[src/rtl/aisd_pkg.sv]
`timescale 1ns / 1ps
// ----------------------------------------------------------------------------
// aisd_pkg: shared types and constants of the AIS position report decoder
// Status codes, payload store geometry, length limits and the de-armor
// function used by the decoder modules.
// ----------------------------------------------------------------------------
package aisd_pkg;

  // Report status, in rising priority
  typedef enum logic [1:0] {
    ST_OK       = 2'd0,
    ST_BAD_LEN  = 2'd1,
    ST_NOT_POS  = 2'd2,
    ST_BAD_CHAR = 2'd3
  } status_t;

  // Only the first 24 characters carry bits that any report field uses
  localparam int STORE_CHARS = 24;
  localparam int STORE_BITS  = STORE_CHARS * 6;
  localparam int CNT_W       = 7;
  localparam logic [CNT_W-1:0] CNT_MAX   = 7'd127;
  localparam logic [CNT_W-1:0] LEN_SHORT = 7'd28;
  localparam logic [CNT_W-1:0] LEN_LONG  = 7'd52;

  // Message types of interest
  localparam logic [5:0] TYPE_CLASS_B_STD = 6'd18;
  localparam logic [5:0] TYPE_CLASS_B_EXT = 6'd19;

  // Armor character ranges
  localparam logic [7:0] ARM_LO_MIN = 8'd48;
  localparam logic [7:0] ARM_LO_MAX = 8'd87;
  localparam logic [7:0] ARM_HI_MIN = 8'd96;
  localparam logic [7:0] ARM_HI_MAX = 8'd119;
  localparam logic [7:0] ARM_HI_OFS = 8'd56;

  // Field defaults for class B reports
  localparam logic [3:0] NAV_NONE = 4'd15;
  localparam logic [7:0] ROT_NONE = 8'h80;

  // One decoded report
  typedef struct packed {
    status_t            status;
    logic [5:0]         message_type;
    logic [29:0]        mmsi;
    logic [3:0]         nav_status;
    logic signed [7:0]  rate_of_turn;
    logic [9:0]         speed_over_ground;
    logic               position_accuracy;
    logic signed [27:0] longitude;
    logic signed [26:0] latitude;
    logic [11:0]        course_over_ground;
    logic [8:0]         true_heading;
    logic [5:0]         time_stamp;
  } aisd_report_t;

  // De-armor one ASCII character; bit 6 flags a valid character
  function automatic logic [6:0] dearmor(input logic [7:0] c);
    logic [7:0] d;
    begin
      d = 8'd0;
      if (c >= ARM_LO_MIN && c <= ARM_LO_MAX) begin
        d = c - ARM_LO_MIN;
        dearmor = {1'b1, d[5:0]};
      end else if (c >= ARM_HI_MIN && c <= ARM_HI_MAX) begin
        d = c - ARM_HI_OFS;
        dearmor = {1'b1, d[5:0]};
      end else begin
        dearmor = 7'd0;
      end
    end
  endfunction

endpackage

[src/rtl/aisd_fields.sv]
`timescale 1ns / 1ps
// ----------------------------------------------------------------------------
// aisd_fields: report field extraction
// Classifies the message, picks the status and slices every report field
// out of the payload bits at the type 1-3 or type 18/19 offsets.
// ----------------------------------------------------------------------------
module aisd_fields (
  input  logic [aisd_pkg::STORE_BITS-1:0] flat_bits,   // payload bit p at [STORE_BITS-1-p]
  input  logic [5:0]                      msg_type,
  input  logic [aisd_pkg::CNT_W-1:0]      char_count,
  input  logic                            bad_char,
  output aisd_pkg::aisd_report_t          report
);
  import aisd_pkg::*;

  localparam int TOP = STORE_BITS - 1;

  logic cls_a;
  logic cls_b;
  logic [CNT_W-1:0] want_len;
  logic [TOP:0] sel_bits;   // bits aligned to type 1-3 offsets

  always_comb begin
    cls_a    = (msg_type != 6'd0) && (msg_type <= 6'd3);
    cls_b    = (msg_type == TYPE_CLASS_B_STD) || (msg_type == TYPE_CLASS_B_EXT);
    want_len = (msg_type == TYPE_CLASS_B_EXT) ? LEN_LONG : LEN_SHORT;
    // class B fields sit four bits earlier; shift them onto the class A slots
    sel_bits = cls_b ? {4'b0, flat_bits[TOP:4]} : flat_bits;
  end

  always_comb begin
    report              = '0;
    report.message_type = msg_type;
    priority if (bad_char)           report.status = ST_BAD_CHAR;
    else if (!cls_a && !cls_b)       report.status = ST_NOT_POS;
    else if (char_count != want_len) report.status = ST_BAD_LEN;
    else                             report.status = ST_OK;

    if (!bad_char && (cls_a || cls_b)) begin
      report.mmsi = flat_bits[TOP-8 -: 30];
      if (cls_a) begin
        report.nav_status   = flat_bits[TOP-38 -: 4];
        report.rate_of_turn = flat_bits[TOP-42 -: 8];
      end else begin
        report.nav_status   = NAV_NONE;
        report.rate_of_turn = ROT_NONE;
      end
      report.speed_over_ground  = sel_bits[TOP-50 -: 10];
      report.position_accuracy  = sel_bits[TOP-60];
      report.longitude          = sel_bits[TOP-61 -: 28];
      report.latitude           = sel_bits[TOP-89 -: 27];
      report.course_over_ground = sel_bits[TOP-116 -: 12];
      report.true_heading       = sel_bits[TOP-128 -: 9];
      report.time_stamp         = sel_bits[TOP-137 -: 6];
    end
  end

endmodule

[src/rtl/ais_position_report_decoder.sv]
`timescale 1ns / 1ps
// ----------------------------------------------------------------------------
// ais_position_report_decoder: AIS position report payload decoder
// Collects armored payload characters and emits one decoded report per
// payload on the character marked last.
// ----------------------------------------------------------------------------
// One character is taken per clock cycle while the input is not stalled. Each
// accepted character is de-armored into an input register, then written into
// the payload store on the next cycle; the character flagged by in_tlast is
// instead merged with the store into the report register, so a report passes
// through the input register and then the report register. A waiting report
// stalls the input only when a further last character arrives behind it. The
// store and counters clear after every report. out_tuser carries the status:
// 0 ok, 1 wrong length, 2 not a position report, 3 bad character.
module ais_position_report_decoder (
  input  logic         clk,
  input  logic         rst_n,
  input  logic         in_tvalid,
  output logic         in_tready,
  input  logic [7:0]   in_tdata,    // [7:0] char_code
  input  logic         in_tlast,    // last_char
  output logic         out_tvalid,
  input  logic         out_tready,
  output logic [143:0] out_tdata,   // [5:0] message_type, [35:6] mmsi,
                                    // [39:36] nav_status, [47:40] rate_of_turn,
                                    // [57:48] speed_over_ground,
                                    // [58] position_accuracy, [86:59] longitude,
                                    // [113:87] latitude,
                                    // [125:114] course_over_ground,
                                    // [134:126] true_heading, [140:135] time_stamp
  output logic [1:0]   out_tuser    // [1:0] status
);
  import aisd_pkg::*;

  // Input stage
  logic       s1_valid_r, s1_valid_nxt;
  logic [5:0] s1_val_r;
  logic       s1_ok_r;
  logic       s1_last_r;
  logic [6:0] arm;
  logic       s1_go;
  logic       in_xfer;

  // Payload state
  logic [CNT_W-1:0] count_r, count_nxt;
  logic [5:0]       type_r, type_nxt;
  logic             bad_r, bad_nxt;
  logic [5:0]       chars_r [STORE_CHARS];
  logic [5:0]       chars_m [STORE_CHARS];
  logic [STORE_BITS-1:0] flat;
  logic [CNT_W-1:0] count_inc;

  // Output stage
  logic         out_valid_r, out_valid_nxt;
  aisd_report_t rep;
  aisd_report_t rep_r;

  // Handshake
  assign s1_go     = s1_valid_r && (!s1_last_r || !out_valid_r || out_tready);
  assign in_tready = !s1_valid_r || s1_go;
  assign in_xfer   = in_tvalid && in_tready;
  assign arm       = dearmor(in_tdata);

  always_comb begin
    s1_valid_nxt = s1_valid_r;
    if (in_xfer)    s1_valid_nxt = 1'b1;
    else if (s1_go) s1_valid_nxt = 1'b0;
  end

  always_ff @(posedge clk) begin
    if (!rst_n) begin
      s1_valid_r <= 1'b0;
    end else begin
      s1_valid_r <= s1_valid_nxt;
    end
    if (in_xfer) begin
      s1_val_r  <= arm[5:0];
      s1_ok_r   <= arm[6];
      s1_last_r <= in_tlast;
    end
  end

  // Merge the current character into the payload view
  always_comb begin
    count_inc = (count_r == CNT_MAX) ? count_r : count_r + 7'd1;
    type_nxt  = (count_r == '0) ? s1_val_r : type_r;
    bad_nxt   = bad_r | ~s1_ok_r;
    for (int i = 0; i < STORE_CHARS; i++) begin
      chars_m[i] = (count_r == CNT_W'(i)) ? s1_val_r : chars_r[i];
      flat[(STORE_BITS-1-6*i) -: 6] = chars_m[i];
    end
    count_nxt = count_inc;
  end

  aisd_fields u_fields (
    .flat_bits (flat),
    .msg_type  (type_nxt),
    .char_count(count_inc),
    .bad_char  (bad_nxt),
    .report    (rep)
  );

  // Payload state update; a last character clears it for the next payload
  always_ff @(posedge clk) begin
    if (!rst_n) begin
      count_r <= '0;
      type_r  <= '0;
      bad_r   <= 1'b0;
      for (int i = 0; i < STORE_CHARS; i++) chars_r[i] <= '0;
    end else if (s1_go) begin
      if (s1_last_r) begin
        count_r <= '0;
        type_r  <= '0;
        bad_r   <= 1'b0;
        for (int i = 0; i < STORE_CHARS; i++) chars_r[i] <= '0;
      end else begin
        count_r <= count_nxt;
        type_r  <= type_nxt;
        bad_r   <= bad_nxt;
        for (int i = 0; i < STORE_CHARS; i++) chars_r[i] <= chars_m[i];
      end
    end
  end

  // Report register
  always_comb begin
    out_valid_nxt = out_valid_r;
    if (s1_go && s1_last_r) out_valid_nxt = 1'b1;
    else if (out_tready)    out_valid_nxt = 1'b0;
  end

  always_ff @(posedge clk) begin
    if (!rst_n) begin
      out_valid_r <= 1'b0;
    end else begin
      out_valid_r <= out_valid_nxt;
    end
    if (s1_go && s1_last_r) rep_r <= rep;
  end

  assign out_tvalid = out_valid_r;
  assign out_tuser  = rep_r.status;
  assign out_tdata  = {3'b000,
                       rep_r.time_stamp,
                       rep_r.true_heading,
                       rep_r.course_over_ground,
                       rep_r.latitude,
                       rep_r.longitude,
                       rep_r.position_accuracy,
                       rep_r.speed_over_ground,
                       rep_r.rate_of_turn,
                       rep_r.nav_status,
                       rep_r.mmsi,
                       rep_r.message_type};

endmodule

[config.mk]
export PLATFORM = sky130hd
export DESIGN_NAME = ais_position_report_decoder
export DESIGN_NICKNAME = d
export VERILOG_FILES = /design/src/rtl/aisd_pkg.sv /design/src/rtl/aisd_fields.sv /design/src/rtl/ais_position_report_decoder.sv
export SDC_FILE = /design/constraint.sdc
export NUM_CORES = 1
export LEC_CHECK = 0
export ABC_AREA = 1
export BUFFER_PORTS_ARGS = -buffer_cell sky130_fd_sc_hd__buf_2
export CORE_MARGIN = 2
export CORE_UTILIZATION = 40
export CTS_CLUSTER_DIAMETER = 50
export CTS_CLUSTER_SIZE = 10
export DETAILED_ROUTE_END_ITERATION = 12
export GPL_TIMING_DRIVEN = 0
export PLACE_DENSITY = 0.63
export SYNTH_ARGS = -nofsm -noshare
export SYNTH_HDL_FRONTEND = slang
export SYNTH_SLANG_ARGS = --single-unit
[constraint.sdc]
create_clock -name clk -period 4.48 [get_ports clk]
set_clock_uncertainty 0.1 [all_clocks]
set_input_delay 0.448 -clock clk [delete_from_list [all_inputs] [get_ports clk]]
set_output_delay 0.448 -clock clk [all_outputs]
set_load 0.02 [all_outputs]
==> key figures <==
Global routing
  – Vias in the first global route: 10110
  – Total GRT Usage: 0.190
  – First-pass GRT wire length: 54.4 mm
  – Initial antenna violation count: 0
  – Pin count of the biggest net entering global routing: 80
  – Total global routing overflow: 0

Clocking
  – # H-tree levels: 2
  – Num CTS Buffers: 41
  – Sink Count: 302
  – Post-CTS Hold Buffers: 1
  – CTS Buffer Depth: 3
  – Clk_lat worst skew: 0.52 ns
  – Setup Buffers After CTS: 0
  – CTS clk-pin slew, worst paths: 0.05 ns
  – Post_cts resized: 0
  – TritonCTS clock tree: yes
  – Clk root buf: clkbuf_16

Yosys
  – Mapped Cells: 1450
  – Synth cell types: 36
  – Asr flop ratio synth: 0
  – Post-synth EDFFs: 286
  – Ranking of synthesized cells by area: edfxtp_1 60%, nand2_1 8.4%, nor2_1 6.2%, a21oi_2 5.0%, inv_1 4.5%
  – Syn Std Cell Area: 14300 um2
  – Cell taking the most area after synthesis: edfxtp_1
  – Primary FF master, synth: edfxtp_1
  – Ys Warns: 0
  – Synth Area per Inst: 9.84 um2
  – #FFs+latches synth: 302
  – Register area share after synthesis: 0.624
  – Share of the synthesized area in the top cell type: 0.602

Final layout
  – Area of the multi-input gates: 4250 um2
  – Ant. Diodes: 0
  – Most frequent cells in the layout: 317 x nand2_1, 286 x edfxtp_1, 236 x nor2_1
  – Nets@finish: 1676
  – Share of cells above drive strength 1: 0.218
  – Design Area, Final: 17000 um2
  – Layout area overhead: 19.4%
  – Commonest non-fill, non-tap cell in the layout: nand2_1
  – Finished Core Util: 0.481
  – Register area: 8910 um2
  – Fillers: 3258

Die
  – Core box area: 35400 um2
  – Site Rows: 69
  – Die area: 37200 um2
  – DIE HEIGHT: 193 um
  – IO Count: 161
  – Die width: 193 um
  – Starting density of the core: 0.403

Job
  – Max Cap Violations: 0

STA
  – Final period util: 0.654
  – Post-route minimum period: 2.93 ns
  – Setup TNS: 0 ns
  – RSZ-0062 raised after global routing: false
  – Worst Max-Slew Pin Slew: 0.876 ns
  – Endpoints failing setup: 0
  – Final hold viol count: 0
  – Max_slew headroom: 0.416
  – Pins Over Slew Limit: 0
  – Hold_ws: 0.135 ns
  – Fmax: 341 MHz
  – Final worst slack: 1.55 ns

Min path
  – Worst Hold Launch: in_tvalid
  – Hold WC Path Type: in2reg

Outcome
  – Outcome: finished, final reports clean

Setup path
  – Crit path capture: out_tdata[58]
  – Worst path required time: 4.73 ns
  – Reg2reg setup slack: 1.55 ns
  – Reg2reg path depth: 14
  – CP Capture Type: flip-flop
  – Worst Setup SP: count_r[0]
  – Startpoint types: flip-flop
  – Arr. time, crit path: 3.18 ns
  – CP Max Fanout: 10
  – WS Path Type: reg2reg
  – FF-to-FF End: out_tdata[58]
  – Reg2Reg Launch Point: count_r[0]

Place
  – Number of port buffers: 156
  – GP Congestion: 0.858
  – Detailed Place HPWL: 24.6 mm
  – Place WS: 1.55 ns
  – Placed instance area: 15700 um2

Drt
  – Final WL: 35.2 mm
  – Initial DRT Pass Iterations: 7
  – DRC viols: 0
  – Number of DRC markers in iteration 0: 796
  – Routed len/inst: 16.5 um
  – Vias per inst: 4.95
  – Via count: 10575
  – Post-route ant nets: 0

Power and ir drop
  – Max IR drop VDD: 281 uV
  – P_leak: 0.00677 uW
  – P per Cell Area: 408 nW/um2
[Yosys cell counts (3+ instances only)]
cell type	n
o22ai_1	8
nor2_1	236
buf_4	5
nor3_1	8
o21ai_0	99
a21oi_1	71
buf_2	24
clkbuf_1	39
buf_6	13
ha_1	8
nand3_1	23
nand2_2	5
edfxtp_1	286
nand2_1	318
a21oi_2	81
or2_1	3
inv_1	172
nand2_4	4
dfxtp_1	16
inv_2	7
or2_2	4
[cell families after synthesis]
logic type | count (synthesis) | synth area share
and+or+nand+nor | 610 | 0.172
DFF | 302 | 0.624
AOI/OAI and AO/OA | 262 | 0.115
buffers and inverters | 262 | 0.0792
adders and majority gates | 8 | 0.00701
xor gates and xnor gates | 4 | 0.00245
other | 1 | 0.000263
muxes | 1 | 0.000701
[critical path, stage by stage, from the launching register on]
cell	delay (ns)
dfxtp_1	0.37
inv_1	0.17
ha_1	0.26
inv_1	0.15
nor2_8	0.21
nand2_4	0.09
nand2_1	0.08
nand2_2	0.08
nand2_1	0.11
nor2_4	0.05
nand2_4	0.09
buf_2	0.34
buf_2	0.32
nand2_1	0.10
a21oi_2	0.22
[flip-flops by register name (all words and copies together) (netlist names)]
| name | flops |
|---|---|
| count_r | 7 |
| chars_r | 135 |
| s1_val_r | 6 |
| out_tdata | 141 |
| s1_ok_r | 1 |
| s1_valid_r | 1 |
| out_tuser | 2 |
| s1_last_r | 1 |
| out_tvalid | 1 |
| type_r | 6 |
| bad_r | 1 |
[power by group]
group / switching (uW) / internal (uW)
clock: 1160 / 1990
sequential: 50.0 / 3220
combinational: 396 / 140
[worst min path at each step]
stage            endpoint  slack (ns)  depth (start not counted)
2_1_floorplan       bad_r        0.32                          2
3_3_place_gp        bad_r        0.33                          2
3_5_place_dp        bad_r        0.34                          2
4_1_cts        s1_valid_r        0.13                          3
5_1_grt        s1_valid_r        0.17                          3
6_report       s1_valid_r        0.13                          3
[routing by layer]
layer	vias up	routed length [um]	global-route usage
met3	60	2330	0.0313
met5	-	0	0
met1	5001	15500	0.262
met2	340	16500	0.311
li1	5174	-	-
met4	0	866	0.0559
[stage by stage]
| step | cells | total power (uW) |
|---|---|---|
| final | 2137 | 6950 |
| after global routing | 2137 | 7200 |
| after CTS | 2137 | 7020 |
| after detailed placement | 2072 | 3860 |
| after global placement | 2069 | 3860 |
| after floorplan | 1452 | 3680 |
[final cells by class]
cell class	count	area share
sequential	302	0.523
multi-input combinational	888	0.249
clock buffer	50	0.0659
timing repair buffer	160	0.0508
inverter	181	0.0402
tap	461	0.0338
buffer	81	0.0264
clock inverter	14	0.0108
(Power assumes the default switching activity.)
